**src/design/uvsg_pkg.sv**
```systemverilog
// Shared types, constants and helper functions for the UV sphere vertex generator.
package uvsg_pkg;

	localparam int RADIUS_W  = 16;
	localparam int HOFF_W    = 16;
	localparam int CNT_W     = 11;
	localparam int ROW_W     = 10;
	localparam int COL_W     = 10;
	localparam int CORNER_W  = 3;
	localparam int POS_W     = 20;
	localparam int NRM_W     = 16;
	localparam int TEX_W     = 17;
	localparam int CFG_W     = 16;
	localparam int CFG_IDX_W = 2;

	localparam int DEF_MAX_SUBDIVISIONS = 1024;
	localparam int DEF_CORDIC_STAGES    = 16;

	localparam int ANGLE_W     = 32;
	localparam int ANGLE_STEPS = 31;
	localparam int QUO_W       = ANGLE_W + 1;
	localparam int DIVX_W      = CNT_W + 1;
	localparam int TRIG_W      = 32;
	localparam int CW          = 34;
	localparam int ATAN_N      = 24;
	localparam int WIDE_W      = 40;

	localparam int TEX_STEP_U = 15;
	localparam int TEX_STEP_V = 16;

	typedef enum logic [CFG_IDX_W-1:0] {
		REG_RADIUS   = 2'd0,
		REG_HEIGHT   = 2'd1,
		REG_RADIAL   = 2'd2,
		REG_VERTICAL = 2'd3
	} cfg_reg_t;

	localparam logic [RADIUS_W-1:0] RADIUS_RST   = 16'd256;
	localparam logic [HOFF_W-1:0]   HEIGHT_RST   = 16'd0;
	localparam logic [CNT_W-1:0]    RADIAL_RST   = 11'd16;
	localparam logic [CNT_W-1:0]    VERTICAL_RST = 11'd16;
	localparam int                  RADIAL_MIN   = 3;
	localparam int                  VERTICAL_MIN = 2;

	localparam logic [CORNER_W-1:0] CORNER_POLE     = 3'd0;
	localparam logic [CORNER_W-1:0] CORNER_TOP_NEXT = 3'd1;
	localparam logic [CORNER_W-1:0] CORNER_BOT_NEXT = 3'd2;
	localparam logic [CORNER_W-1:0] CORNER_MAX_CAP  = 3'd2;
	localparam logic [CORNER_W-1:0] CORNER_MAX_BODY = 3'd5;

	localparam logic signed [CW-1:0]    CORDIC_GAIN = 34'sh026DD3B6A;
	localparam logic signed [NRM_W-1:0] NRM_ONE     = 16'sd16384;
	localparam logic [TEX_W-1:0]        TEX_ONE     = 17'd65536;

	localparam logic [31:0] ATAN_TABLE [ATAN_N] = '{
		32'h20000000, 32'h12E4051E, 32'h09FB385B, 32'h051111D4, 32'h028B0D43, 32'h0145D7E1,
		32'h00A2F61E, 32'h00517C55, 32'h0028BE53, 32'h00145F2F, 32'h000A2F98, 32'h000517CC,
		32'h00028BE6, 32'h000145F3, 32'h0000A2F9, 32'h0000517C, 32'h000028BE, 32'h0000145F,
		32'h00000A2F, 32'h00000517, 32'h0000028B, 32'h00000145, 32'h000000A2, 32'h00000051
	};

	typedef struct packed {
		logic valid;
		logic err;
		logic pole;
		logic top;
	} side_t;

	typedef struct packed {
		side_t            side;
		logic [TEX_W-1:0] tex_u;
		logic [TEX_W-1:0] tex_v;
	} tside_t;

	function automatic logic body_da(input logic [CORNER_W-1:0] c);
		logic r;
		case (c) inside
			3'd1, 3'd4, 3'd5: r = 1'b1;
			default:          r = 1'b0;
		endcase
		return r;
	endfunction

	function automatic logic body_db(input logic [CORNER_W-1:0] c);
		logic r;
		case (c) inside
			3'd1, 3'd2, 3'd5: r = 1'b1;
			default:          r = 1'b0;
		endcase
		return r;
	endfunction

	// remainder plus half the divisor reaches the divisor
	function automatic logic round_up(input logic [CNT_W-1:0] rem, input logic [CNT_W-1:0] dvs);
		return ({1'b0, rem} + {1'b0, dvs >> 1}) >= {1'b0, dvs};
	endfunction

	function automatic logic signed [POS_W-1:0] sat_pos(input logic signed [WIDE_W-1:0] v);
		if (v > 40'sd524287)
			return 20'sh7FFFF;
		else if (v < -40'sd524288)
			return 20'sh80000;
		else
			return v[POS_W-1:0];
	endfunction

	function automatic logic signed [NRM_W-1:0] sat_nrm(input logic signed [17:0] v);
		if (v > 18'sd16384)
			return NRM_ONE;
		else if (v < -18'sd16384)
			return -NRM_ONE;
		else
			return v[NRM_W-1:0];
	endfunction

endpackage

```
**src/design/uvsg_cordic.sv**
```systemverilog
// Pipelined rotation-mode CORDIC giving Q30 cosine and sine of a binary angle.
module uvsg_cordic import uvsg_pkg::*; #(
	parameter int STAGES = DEF_CORDIC_STAGES
) (
	input  logic                      clk,
	input  logic [ANGLE_W-1:0]        angle,
	output logic signed [TRIG_W-1:0]  cos_out,
	output logic signed [TRIG_W-1:0]  sin_out
);

	logic signed [CW-1:0] x_s [STAGES+1];
	logic signed [CW-1:0] y_s [STAGES+1];
	logic signed [CW-1:0] z_s [STAGES+1];
	logic                 flip_s [STAGES+1];
	logic signed [TRIG_W-1:0] cos_q;
	logic signed [TRIG_W-1:0] sin_q;
	logic                 flip;
	logic [ANGLE_W-1:0]   ang_f;

	// second and third quadrant: rotate by a half turn, negate at the end
	assign flip  = (angle[ANGLE_W-1:ANGLE_W-2] == 2'b01) || (angle[ANGLE_W-1:ANGLE_W-2] == 2'b10);
	assign ang_f = flip ? (angle ^ {1'b1, {(ANGLE_W-1){1'b0}}}) : angle;

	always_ff @(posedge clk) begin
		x_s[0]    <= CORDIC_GAIN;
		y_s[0]    <= '0;
		z_s[0]    <= CW'(signed'(ang_f));
		flip_s[0] <= flip;
	end

	for (genvar i = 1; i <= STAGES; i++) begin : g_rot
		logic signed [CW-1:0] at;

		assign at = signed'({2'b00, ATAN_TABLE[i-1]});

		always_ff @(posedge clk) begin
			if (!z_s[i-1][CW-1]) begin
				x_s[i] <= x_s[i-1] - (y_s[i-1] >>> (i-1));
				y_s[i] <= y_s[i-1] + (x_s[i-1] >>> (i-1));
				z_s[i] <= z_s[i-1] - at;
			end else begin
				x_s[i] <= x_s[i-1] + (y_s[i-1] >>> (i-1));
				y_s[i] <= y_s[i-1] - (x_s[i-1] >>> (i-1));
				z_s[i] <= z_s[i-1] + at;
			end
			flip_s[i] <= flip_s[i-1];
		end
	end

	always_ff @(posedge clk) begin
		cos_q <= flip_s[STAGES] ? TRIG_W'(-x_s[STAGES]) : TRIG_W'(x_s[STAGES]);
		sin_q <= flip_s[STAGES] ? TRIG_W'(-y_s[STAGES]) : TRIG_W'(y_s[STAGES]);
	end

	assign cos_out = cos_q;
	assign sin_out = sin_q;

endmodule

```
**config.mk**
```make
export PLATFORM = sky130hd
export DESIGN_NAME = uvsg_cordic
export DESIGN_NICKNAME = d
export VERILOG_FILES = /design/src/design/uvsg_pkg.sv /design/src/design/uvsg_cordic.sv
export SDC_FILE = /design/constraint.sdc
export NUM_CORES = 2
export LEC_CHECK = 0
export BUFFER_PORTS_ARGS = -buffer_cell sky130_fd_sc_hd__buf_2
export CORE_MARGIN = 10
export CORE_UTILIZATION = 35
export CTS_CLUSTER_SIZE = 28
export DETAILED_ROUTE_END_ITERATION = 16
export GPL_ROUTABILITY_DRIVEN = 0
export GPL_TIMING_DRIVEN = 0
export SYNTH_ARGS = -nofsm -noshare
export SYNTH_HDL_FRONTEND = slang
export SYNTH_SLANG_ARGS = --single-unit
export TNS_END_PERCENT = 50
```
**constraint.sdc**
```tcl
create_clock -name clk -period 14.1 [get_ports clk]
set_input_delay 1.41 -clock clk [delete_from_list [all_inputs] [get_ports clk]]
set_output_delay 1.41 -clock clk [all_outputs]
set_load 0.1 [all_outputs]
```
==> results.yml <==
worst_setup_path:
  cp-end-kind: "register"
  r2r-end: "x_s[7][33]"
  critPathMaxFanout: 27
  worstPathArrival_ps: 7960
  worstSetupPathType: "reg -> reg"
  rrSetupSlack_ps: 6860
  rr_worst_depth: 16
  cp.required_ps: 14820
  worst_setup_path_start_kind: "register"
  timing.rr.start: "z_s[6][33]"
detailed_routing:
  drtIter0Drc: 5103
  detail-route-antenna-nets: 0
  routed-via-count: 91210
  finalWirelength_um: 288000
  first_pass_iters: 8
  viasPerCell: 5.20
  wl_per_cell_um: 16.4
  drc: 0
floorplan:
  core_sq_um: 315000
  ioPinCount: 97
  die_area_sq_um: 340000
  die_width_um: 583
  die_y_um: 583
  initial_core_util_pct: 35.2
  rows: 206
yosys:
  syn_area_sq_um: 111000
  ys_warn_count: 0
  synth.yosys.seq_area_share_pct: 28.5
  netlist.area_leader.share_pct: 28.5
  synth_ff_type: "dfxtp_1"
  synth_area_leaders: "dfxtp_1 29%, ha_1 16%, xnor2_1 10%"
  synth.area.mux_share_pct: 1.12
  yosys_register_bits: 1579
  synth_edf_count: 0
  synth_xor_area_share_pct: 15.0
  syn-num-nets: 14400
  syn_avg_cell_area_sq_um: 8.57
  synth_cell_types: 88
  netlist_instances: 12934
  synthAdderAreaFrac_pct: 16.5
  async_reset_ff_share_pct: 0
  yosys.area.top_type: "dfxtp_1"
  synth-compound-area-share_pct: 22.3
  synth_top_family_by_area: "compound AO/OA/AOI/OAI gates"
  synth-simple-area-share_pct: 14.1
global_routing:
  grt_usage_pct: 16.2
  antenna_found_initial: 4
  grt_pass1_wl_um: 461000
  grt_max_degree: 31
  gr-total-overflow: 0
  grt_pass1_vias: 86641
final_layout:
  final_cell_mix: "1,579 x dfxtp_1, 1,454 x a21oi_1, 1,389 x ha_1, 1,266 x xnor2_1, 1,147 x nor2_1"
  utilization_pct: 39.1
  fin_nets: 14685
  ff_latch_area_sq_um: 31600
  layout_commonest_cell: "dfxtp_1"
  multiInputGateArea_sq_um: 76500
  area_growth_pct: 11.0
  fill_cells: 31999
  drive_above_1_share_pct: 4.33
timing:
  fmax_ghz: 0.138
  hold_viol_final: 0
  tns_ps: 0
  rsz0062_at_grt: "no"
  post-route-period-util_pct: 51.4
  finalClockSkew_ps: 94.3
  setup_viol: 0
  maxSlewViolCount: 0
  tightest_slew_ps: 1350
  max-slew-margin-rel_pct: 8.95
  min_period_ps: 7240
min_path:
  hold_path_class: "reg -> reg"
  hold_path_depth: 0
  min_to: "z_s[1][12]"
  hp-start: "z_s[0][12]"
clock_tree:
  cts_setup_buffers: 0
  clk_latency_ps: 860
  cts_made_buffers: 186
  cts_hold_buf: 0
  path_clk_slew_ps: 60
  cts_buffer_depth: 4
  cts_resized: 0
  root_buffer: "clkbuf_16"
  cts_max_level: 4
  cts_tree: "done"
  cts.sinks: 1579
place:
  io_buffers: 96
  place_hpwl_um: 234000
flow_run:
  maxCapViolCount: 0
outcome:
  outcome: "completed"
per-stage QoR:
step / hold WS (ps) / instances / worst slack (ps) / area, sq um
3_3_place_gp: 311 / 17190 / 6920 / 117000
3_5_place_dp: 312 / 17191 / 6960 / 117000
5_1_grt: 328 / 17527 / 6540 / 123000
6_report: 322 / 17528 / 6860 / 123000
2_1_floorplan: 310 / 12934 / 9300 / 111000
4_1_cts: 322 / 17523 / 6850 / 123000
kinds of logic (layout without fill, tap and decap cells):
logic type,after synthesis,after routing
simple gates,3252,3252
mux,117,117
fa+ha+maj,1433,1433
compound gates,3911,3911
buf+inv,745,1174
flops,1579,1579
other cells,0,5
xor+xnor,1897,1897
worst max path at each step:
stage | from | end | slack, ps | cells past startpoint
final | z_s[6][33] | x_s[7][33] | 6860 | 16
after global routing | z_s[6][33] | x_s[7][33] | 6540 | 16
after CTS | z_s[6][33] | x_s[7][33] | 6850 | 16
after detailed placement | z_s[6][33] | x_s[7][33] | 6960 | 16
after global placement | z_s[6][33] | x_s[7][33] | 6920 | 16
after floorplan | y_s[5][8] | x_s[6][33] | 9300 | 18
layer usage:
layer / global-route usage [%] / share of wire (%) / vias to the layer above
met1: 20.2 / 45 / 41935
met3: 1.71 / 3.3 / 504
met2: 28.8 / 48 / 1657
met5: 0 / 0.0042 / -
li1: - / - / 47112
met4: 5.48 / 3.6 / 2
Yosys cell counts (all sizes together), types with 180 or more instances:
library cell / n
a21o: 647
a21oi: 1454
dfxtp: 1579
ha: 1389
inv: 571
nand2: 604
nand2b: 200
nand3: 180
nor2: 1148
nor3: 316
o21a: 218
o21ai: 594
xnor2: 1266
xor2: 631
registers in the layout, indices dropped and copies added (netlist names):
signal and count:
y_s 509, z_s 507, x_s 482, cos_out 32
sin_out 32, flip_s 17
worst max-delay path, cell delays in order (launching register included):
cell and delay [ps]:
dfxtp_1 1120, clkbuf_1 740, clkinv_1 1230, o41ai_1 370
xnor2_1 190, ha_1 320, a21o_1 210, a21o_1 190
a21oi_1 170, a21boi_0 670, o21ai_0 310, o21a_1 300
a311oi_1 530, o2bb2ai_1 260, o21ai_0 140, a21oi_1 190
xnor2_1 140
layout make-up:
| cell class | instances | share of cell area, % |
|---|---|---|
| clock inverters | 97 | 1.11 |
| clock buffers | 235 | 4.18 |
| inverters | 574 | 1.75 |
| diodes | 5 | 0.0102 |
| multi-input cells | 10610 | 62.1 |
| well taps | 4160 | 4.23 |
| flip-flops and latches | 1579 | 25.7 |
| repair buffers | 97 | 0.398 |
| plain buffers | 171 | 0.525 |
Power is not shown: default switching activity piles up to over one toggle a cycle in this logic, so the estimate is an artifact.
