**config.mk**
```make
export PLATFORM = sky130hd
export DESIGN_NAME = uvsg_divider
export DESIGN_NICKNAME = d
export VERILOG_FILES = /design/src/design/uvsg_pkg.sv /design/src/design/uvsg_divider.sv
export SDC_FILE = /design/constraint.sdc
export NUM_CORES = 2
export LEC_CHECK = 0
export BUFFER_PORTS_ARGS = -buffer_cell sky130_fd_sc_hd__buf_2
export CAP_MARGIN = 20
export CORE_MARGIN = 5
export CORE_UTILIZATION = 30
export CTS_CLUSTER_SIZE = 8
export DETAILED_ROUTE_END_ITERATION = 10
export PLACE_DENSITY_LB_ADDON = 0.05
export RECOVER_POWER = 25
export SLEW_MARGIN = 20
export SYNTH_ARGS = -nofsm -noshare
export SYNTH_HDL_FRONTEND = slang
export SYNTH_SLANG_ARGS = --single-unit
export TNS_END_PERCENT = 100
```
**constraint.sdc**
```tcl
create_clock -name clk -period 12 [get_ports clk]
set_clock_uncertainty 0.15 [all_clocks]
set_input_delay 1.2 -clock clk [delete_from_list [all_inputs] [get_ports clk]]
set_output_delay 1.2 -clock clk [all_outputs]
set_load 0.05 [all_outputs]
```
**src/design/uvsg_pkg.sv**
```systemverilog
// Shared types, constants and helper functions for the UV sphere vertex generator.
package uvsg_pkg;

	localparam int RADIUS_W  = 16;
	localparam int HOFF_W    = 16;
	localparam int CNT_W     = 11;
	localparam int ROW_W     = 10;
	localparam int COL_W     = 10;
	localparam int CORNER_W  = 3;
	localparam int POS_W     = 20;
	localparam int NRM_W     = 16;
	localparam int TEX_W     = 17;
	localparam int CFG_W     = 16;
	localparam int CFG_IDX_W = 2;

	localparam int DEF_MAX_SUBDIVISIONS = 1024;
	localparam int DEF_CORDIC_STAGES    = 16;

	localparam int ANGLE_W     = 32;
	localparam int ANGLE_STEPS = 31;
	localparam int QUO_W       = ANGLE_W + 1;
	localparam int DIVX_W      = CNT_W + 1;
	localparam int TRIG_W      = 32;
	localparam int CW          = 34;
	localparam int ATAN_N      = 24;
	localparam int WIDE_W      = 40;

	localparam int TEX_STEP_U = 15;
	localparam int TEX_STEP_V = 16;

	typedef enum logic [CFG_IDX_W-1:0] {
		REG_RADIUS   = 2'd0,
		REG_HEIGHT   = 2'd1,
		REG_RADIAL   = 2'd2,
		REG_VERTICAL = 2'd3
	} cfg_reg_t;

	localparam logic [RADIUS_W-1:0] RADIUS_RST   = 16'd256;
	localparam logic [HOFF_W-1:0]   HEIGHT_RST   = 16'd0;
	localparam logic [CNT_W-1:0]    RADIAL_RST   = 11'd16;
	localparam logic [CNT_W-1:0]    VERTICAL_RST = 11'd16;
	localparam int                  RADIAL_MIN   = 3;
	localparam int                  VERTICAL_MIN = 2;

	localparam logic [CORNER_W-1:0] CORNER_POLE     = 3'd0;
	localparam logic [CORNER_W-1:0] CORNER_TOP_NEXT = 3'd1;
	localparam logic [CORNER_W-1:0] CORNER_BOT_NEXT = 3'd2;
	localparam logic [CORNER_W-1:0] CORNER_MAX_CAP  = 3'd2;
	localparam logic [CORNER_W-1:0] CORNER_MAX_BODY = 3'd5;

	localparam logic signed [CW-1:0]    CORDIC_GAIN = 34'sh026DD3B6A;
	localparam logic signed [NRM_W-1:0] NRM_ONE     = 16'sd16384;
	localparam logic [TEX_W-1:0]        TEX_ONE     = 17'd65536;

	localparam logic [31:0] ATAN_TABLE [ATAN_N] = '{
		32'h20000000, 32'h12E4051E, 32'h09FB385B, 32'h051111D4, 32'h028B0D43, 32'h0145D7E1,
		32'h00A2F61E, 32'h00517C55, 32'h0028BE53, 32'h00145F2F, 32'h000A2F98, 32'h000517CC,
		32'h00028BE6, 32'h000145F3, 32'h0000A2F9, 32'h0000517C, 32'h000028BE, 32'h0000145F,
		32'h00000A2F, 32'h00000517, 32'h0000028B, 32'h00000145, 32'h000000A2, 32'h00000051
	};

	typedef struct packed {
		logic valid;
		logic err;
		logic pole;
		logic top;
	} side_t;

	typedef struct packed {
		side_t            side;
		logic [TEX_W-1:0] tex_u;
		logic [TEX_W-1:0] tex_v;
	} tside_t;

	function automatic logic body_da(input logic [CORNER_W-1:0] c);
		logic r;
		case (c) inside
			3'd1, 3'd4, 3'd5: r = 1'b1;
			default:          r = 1'b0;
		endcase
		return r;
	endfunction

	function automatic logic body_db(input logic [CORNER_W-1:0] c);
		logic r;
		case (c) inside
			3'd1, 3'd2, 3'd5: r = 1'b1;
			default:          r = 1'b0;
		endcase
		return r;
	endfunction

	// remainder plus half the divisor reaches the divisor
	function automatic logic round_up(input logic [CNT_W-1:0] rem, input logic [CNT_W-1:0] dvs);
		return ({1'b0, rem} + {1'b0, dvs >> 1}) >= {1'b0, dvs};
	endfunction

	function automatic logic signed [POS_W-1:0] sat_pos(input logic signed [WIDE_W-1:0] v);
		if (v > 40'sd524287)
			return 20'sh7FFFF;
		else if (v < -40'sd524288)
			return 20'sh80000;
		else
			return v[POS_W-1:0];
	endfunction

	function automatic logic signed [NRM_W-1:0] sat_nrm(input logic signed [17:0] v);
		if (v > 18'sd16384)
			return NRM_ONE;
		else if (v < -18'sd16384)
			return -NRM_ONE;
		else
			return v[NRM_W-1:0];
	endfunction

endpackage

```
**src/design/uvsg_divider.sv**
```systemverilog
// Pipelined restoring divider: binary angle and texture fraction from index over count.
module uvsg_divider import uvsg_pkg::*; #(
	parameter int TEX_STEP = TEX_STEP_V
) (
	input  logic                clk,
	input  logic [DIVX_W-1:0]   dividend,
	input  logic [CNT_W-1:0]    divisor,
	output logic [ANGLE_W-1:0]  angle,
	output logic [TEX_W-1:0]    frac
);

	logic [QUO_W-1:0]   q_s   [ANGLE_STEPS+1];
	logic [CNT_W-1:0]   rem_s [ANGLE_STEPS+1];
	logic [TEX_W-1:0]   tex_s [TEX_STEP+1:ANGLE_STEPS];
	logic [ANGLE_W-1:0] angle_q;
	logic [TEX_W-1:0]   frac_q;
	logic [DIVX_W-1:0]  d1;
	logic [DIVX_W-1:0]  d2;

	assign d1 = {1'b0, divisor};
	assign d2 = {divisor, 1'b0};

	// integer part, at most two for in-range requests
	always_ff @(posedge clk) begin
		if (dividend >= d2) begin
			q_s[0]   <= QUO_W'(2);
			rem_s[0] <= CNT_W'(dividend - d2);
		end else if (dividend >= d1) begin
			q_s[0]   <= QUO_W'(1);
			rem_s[0] <= CNT_W'(dividend - d1);
		end else begin
			q_s[0]   <= '0;
			rem_s[0] <= dividend[CNT_W-1:0];
		end
	end

	for (genvar k = 1; k <= ANGLE_STEPS; k++) begin : g_step
		logic [DIVX_W-1:0] sh;
		logic              ge;

		assign sh = {rem_s[k-1], 1'b0};
		assign ge = sh >= d1;

		always_ff @(posedge clk) begin
			q_s[k]   <= {q_s[k-1][QUO_W-2:0], ge};
			rem_s[k] <= ge ? CNT_W'(sh - d1) : sh[CNT_W-1:0];
		end

		if (k == TEX_STEP + 1) begin : g_tex
			always_ff @(posedge clk) begin
				tex_s[k] <= TEX_W'(q_s[k-1]) + TEX_W'(round_up(rem_s[k-1], divisor));
			end
		end else if (k > TEX_STEP + 1) begin : g_tex_dly
			always_ff @(posedge clk) begin
				tex_s[k] <= tex_s[k-1];
			end
		end
	end

	always_ff @(posedge clk) begin
		angle_q <= ANGLE_W'(q_s[ANGLE_STEPS] + QUO_W'(round_up(rem_s[ANGLE_STEPS], divisor)));
		frac_q  <= tex_s[ANGLE_STEPS];
	end

	assign angle = angle_q;
	assign frac  = frac_q;

endmodule

```
==> impl_results.html <==
<table>
<tr><th>Metric</th><th>Value</th></tr>
<tr><th colspan="2">Power</th></tr>
<tr><td>Net load switching power</td><td>6000 µW</td></tr>
<tr><td>Part of the power in combinational logic</td><td>35.4%</td></tr>
<tr><td>Static Leak</td><td>0.0223 µW</td></tr>
<tr><td>Net Sw Frac</td><td>35.3%</td></tr>
<tr><td>Power per cell area</td><td>329 mW/mm²</td></tr>
<tr><td>Part of the total power dissipated in sequential elements</td><td>39.8%</td></tr>
<tr><td>Worst-case vdd ir drop</td><td>147 µV</td></tr>
<tr><td>Internal Dissipation</td><td>11000 µW</td></tr>
<tr><td>Proportion of power drawn by the clock network</td><td>24.7%</td></tr>
<tr><th colspan="2">Place</th></tr>
<tr><td>I/O Buffers</td><td>72</td></tr>
<tr><td>Cell count after placement</td><td>6178</td></tr>
<tr><td>Final weighted congestion in routability-driven placement</td><td>0.782</td></tr>
<tr><td>HPWL after DPL</td><td>67.7 mm</td></tr>
<tr><th colspan="2">CTS</th></tr>
<tr><td>Clock buffers created by TritonCTS</td><td>168</td></tr>
<tr><td>Clk pin slew, worst setup/hold paths</td><td>0.05 ns</td></tr>
<tr><td>Clock tree root buffer cell</td><td>sky130_fd_sc_hd__clkbuf_16</td></tr>
<tr><td>CTS tree</td><td>yes</td></tr>
<tr><td>Max H-tree Level</td><td>4</td></tr>
<tr><td>Clock sink count</td><td>1184</td></tr>
<tr><td>Post-cts hold buffer count</td><td>0</td></tr>
<tr><td>Postcts setup bufs</td><td>0</td></tr>
<tr><td>Resize count post-CTS</td><td>0</td></tr>
<tr><td>Insertion delay to the later sink of the worst-skew pair</td><td>0.79 ns</td></tr>
<tr><td>CTS Buffer Depth</td><td>3</td></tr>
<tr><th colspan="2">STA</th></tr>
<tr><td>Sum Neg Setup Slack</td><td>0 ns</td></tr>
<tr><td>Number of setup violations in the final report</td><td>0</td></tr>
<tr><td>Transition time of the tightest slew-check pin</td><td>0.975 ns</td></tr>
<tr><td>Relative slew margins</td><td>35.0%</td></tr>
<tr><td>Final slew viol count</td><td>0</td></tr>
<tr><td>Peak Freq</td><td>181 MHz</td></tr>
<tr><td>Fin crit period</td><td>5.51 ns</td></tr>
<tr><td>Endpoints failing hold</td><td>0</td></tr>
<tr><td>Setup repair after global routing missed its margin</td><td>false</td></tr>
<tr><td>Period utilization</td><td>45.9%</td></tr>
<tr><th colspan="2">Yosys</th></tr>
<tr><td>Average instance area after synthesis</td><td>10.6 µm²</td></tr>
<tr><td>Count of distinct cell types in the synthesized netlist</td><td>64</td></tr>
<tr><td>EDFF count, synth</td><td>12</td></tr>
<tr><td>Dominant synthesized flop cell</td><td>sky130_fd_sc_hd__dfxtp_1</td></tr>
<tr><td>Post-synthesis instance area</td><td>0.0443 mm²</td></tr>
<tr><td>Count of warnings emitted by yosys</td><td>0</td></tr>
<tr><td>Cells after Synth</td><td>4194</td></tr>
<tr><td>Post-synthesis sequential element count</td><td>1184</td></tr>
<tr><td>Async set-or-reset flop fraction in the synthesized netlist</td><td>0%</td></tr>
<tr><td>Sequential area share after synthesis</td><td>53.7%</td></tr>
<tr><th colspan="2">Global route</th></tr>
<tr><td>Wire length of the first global-routing pass</td><td>158 mm</td></tr>
<tr><td>Overall Global Routing Usage</td><td>12.7%</td></tr>
<tr><td>Total congestion overflow after global routing</td><td>0</td></tr>
<tr><td>Initial antenna violation count</td><td>3</td></tr>
<tr><td>Via count of the first global-routing pass</td><td>29200</td></tr>
<tr><td>Largest net degree at the start of global routing</td><td>36</td></tr>
<tr><th colspan="2">Min path</th></tr>
<tr><td>Class of the tightest hold or removal check</td><td>reg -&gt; reg</td></tr>
<tr><td>Origin of the worst min-delay path</td><td>q_s[0][268]$_DFF_P_</td></tr>
<tr><th colspan="2">Die</th></tr>
<tr><td>Chip width</td><td>394 µm</td></tr>
<tr><td>Number of core rows</td><td>141</td></tr>
<tr><td>Die footprint</td><td>0.156 mm²</td></tr>
<tr><td>Number of placed I/O pins</td><td>73</td></tr>
<tr><td>Starting density of the core</td><td>30.1%</td></tr>
<tr><td>Die height</td><td>394 µm</td></tr>
<tr><td>Placeable core region</td><td>0.147 mm²</td></tr>
<tr><th colspan="2">Worst setup path</th></tr>
<tr><td>Crit path max fanout</td><td>5</td></tr>
<tr><td>Critical Path Sink Type</td><td>register</td></tr>
<tr><td>Worst setup path start</td><td>divisor[1]</td></tr>
<tr><td>Data required time of the critical path</td><td>12.52 ns</td></tr>
<tr><td>Data arrival, critical path</td><td>6.03 ns</td></tr>
<tr><td>Crit Path Category</td><td>in -&gt; reg</td></tr>
<tr><td>Beginning of the worst register-to-register path</td><td>rem_s[1][165]$_SDFF_PP0_</td></tr>
<tr><td>Kind of start point of the critical path</td><td>input pin</td></tr>
<tr><th colspan="2">Routing</th></tr>
<tr><td>Detailed-route via count</td><td>28300</td></tr>
<tr><td>Number of design-rule violations left by the first detailed-router iteration</td><td>980</td></tr>
<tr><td>Router iterations before antenna repair</td><td>5</td></tr>
<tr><td>Residual DRC count</td><td>0</td></tr>
<tr><td>Post-detailed-route via-to-cell ratio</td><td>4.43</td></tr>
<tr><td>Detailed Route WL</td><td>98.5 mm</td></tr>
<tr><td>Average wire per cell in the routed design</td><td>15.4 µm</td></tr>
<tr><td>Number of nets with antenna violations after routing</td><td>0</td></tr>
<tr><th colspan="2">Cells and area</th></tr>
<tr><td>Commonest cells after routing, fill and taps aside</td><td>1172 x sky130_fd_sc_hd__dfxtp_1, 410 x sky130_fd_sc_hd__ha_1, 399 x sky130_fd_sc_hd__nand2_1, 347 x sky130_fd_sc_hd__o21ai_0, 226 x sky130_fd_sc_hd__inv_1</td></tr>
<tr><td>Final cell count without fillers</td><td>6381</td></tr>
<tr><td>Area growth from synthesis to layout</td><td>16.8%</td></tr>
<tr><td>Share of final-layout standard cells stronger than drive strength 1</td><td>8.20%</td></tr>
<tr><td># nets final</td><td>4888</td></tr>
<tr><td>Most common library cell in the layout ignoring fill and taps</td><td>sky130_fd_sc_hd__dfxtp_1</td></tr>
<tr><th colspan="2">Status</th></tr>
<tr><td>Run status</td><td>finished clean</td></tr>
<tr><th colspan="2">Flow run</th></tr>
<tr><td>Max-capacitance violation count</td><td>0</td></tr>
</table>
synth_stat cells, drive strengths merged, types with 3 or more instances:
cell,number,share of area [%]
xnor2,156,3.1
o21a,66,1.1
dfxtp,1172,53
and2b,16,0.27
clkbuf,6,0.051
mux2i,11,0.25
or2,3,0.042
nand2,399,3.4
o21ai,441,5.2
nor3,96,1.1
fa,36,1.6
nor2b,51,0.72
nand2b,33,0.47
nand3,86,0.97
a31oi,33,0.47
a221o,3,0.068
o21bai,4,0.068
o311ai,3,0.059
inv,239,2.0
buf,40,0.47
a21oi,132,1.5
xor2,108,2.1
nand4,40,0.56
and4,6,0.12
or4,28,0.47
ha,410,12
and3,39,0.55
or3,4,0.056
a21boi,31,0.52
o31ai,69,1.2
nor2,156,1.3
mux2,35,0.90
edfxtp,12,0.81
and2,4,0.056
a21o,140,2.4
a211oi,65,1.1
metal layers:
metal  track usage, %  routed length [µm]
met1             16.6               48200
met5                0                   0
met2             20.8               44300
met4             4.21                2500
met3             2.84                3510
worst max-delay path: stages:
cell	delay (ns)
sky130_fd_sc_hd__buf_4	0.19
sky130_fd_sc_hd__ha_1	0.26
sky130_fd_sc_hd__fa_1	0.41
sky130_fd_sc_hd__a21o_1	0.20
sky130_fd_sc_hd__a21oi_2	0.18
sky130_fd_sc_hd__o21ai_1	0.11
sky130_fd_sc_hd__or4_1	0.43
sky130_fd_sc_hd__nand2_1	0.09
sky130_fd_sc_hd__xnor2_1	0.07
sky130_fd_sc_hd__ha_1	0.29
sky130_fd_sc_hd__and3_1	0.14
sky130_fd_sc_hd__nand3_1	0.08
sky130_fd_sc_hd__nor3_1	0.28
sky130_fd_sc_hd__o31a_1	0.18
sky130_fd_sc_hd__o21ai_0	0.07
sky130_fd_sc_hd__nand3_1	0.11
sky130_fd_sc_hd__ha_1	0.15
sky130_fd_sc_hd__ha_1	0.18
sky130_fd_sc_hd__and3_1	0.19
sky130_fd_sc_hd__and2_1	0.27
sky130_fd_sc_hd__nand3_1	0.29
sky130_fd_sc_hd__nor2_1	0.35
sky130_fd_sc_hd__nand3_1	0.14
sky130_fd_sc_hd__xnor2_1	0.13
final cells by class:
| cell class | instances | area, µm² |
|---|---|---|
| clock buffers | 186 | 4320 |
| repair buffers | 89 | 493 |
| multi-input cells | 2736 | 19400 |
| diodes | 1 | 2.50 |
| flip-flops and latches | 1184 | 23800 |
| fillers | 14700 | 95500 |
| clock inverters | 16 | 407 |
| well taps | 1930 | 2410 |
| inverters | 239 | 898 |
sequential cells by signal, summed over array words and instances, names as in the netlist:
| name | cells |
|---|---|
| angle | 32 |
| frac | 17 |
| q_s | 528 |
| rem_s | 352 |
| tex_s | 255 |
path summary, 6_finish.rpt:
kind                         end  slack [ns]  cells past startpoint
max            angle[24]$_DFF_P_        6.49                     24
min          q_s[0][302]$_DFF_P_        0.13                      0
max reg2reg    angle[24]$_DFF_P_        6.92                     23
min reg2reg  q_s[0][302]$_DFF_P_        0.13                      0
power groups by stage:
stage / Clock (µW) / Sequential, µW / Combinational [µW]
final: 4210 / 6780 / 6030
after global routing: 4590 / 7010 / 6920
after CTS: 4420 / 6830 / 6150
after detailed placement: 0 / 6890 / 6100
after global placement: 0 / 6910 / 6110
after floorplan: 0 / 6810 / 4530
through the flow:
step	util (%)	instance area, µm²	setup slack (ns)	total power, µW	hold slack, ns
finish	35.2	51800	6.49	17000	0.127
global route	35.2	51800	6.12	18500	0.136
CTS	35.2	51800	6.51	17400	0.117
detailed placement	32.0	47100	5.69	13000	0.162
global placement	32.0	47100	5.73	13000	0.160
floorplan	-	44400	6.60	11300	0.160
kinds of logic (layout without fill, tap and decap cells):
group,after synthesis,count (layout),share of synthesized area [%]
adders and majority gates,446,446,13.2
muxes,46,46,1.15
other,1,13,0.00846
buffers and inverters,285,530,2.55
and+or+nand+nor,966,966,10.2
AOI/OAI and AO/OA,1002,1002,14.0
xor gates and xnor gates,264,264,5.21
DFF,1184,1184,53.7
No activity file was read; power rests on OpenSTA's default activity.
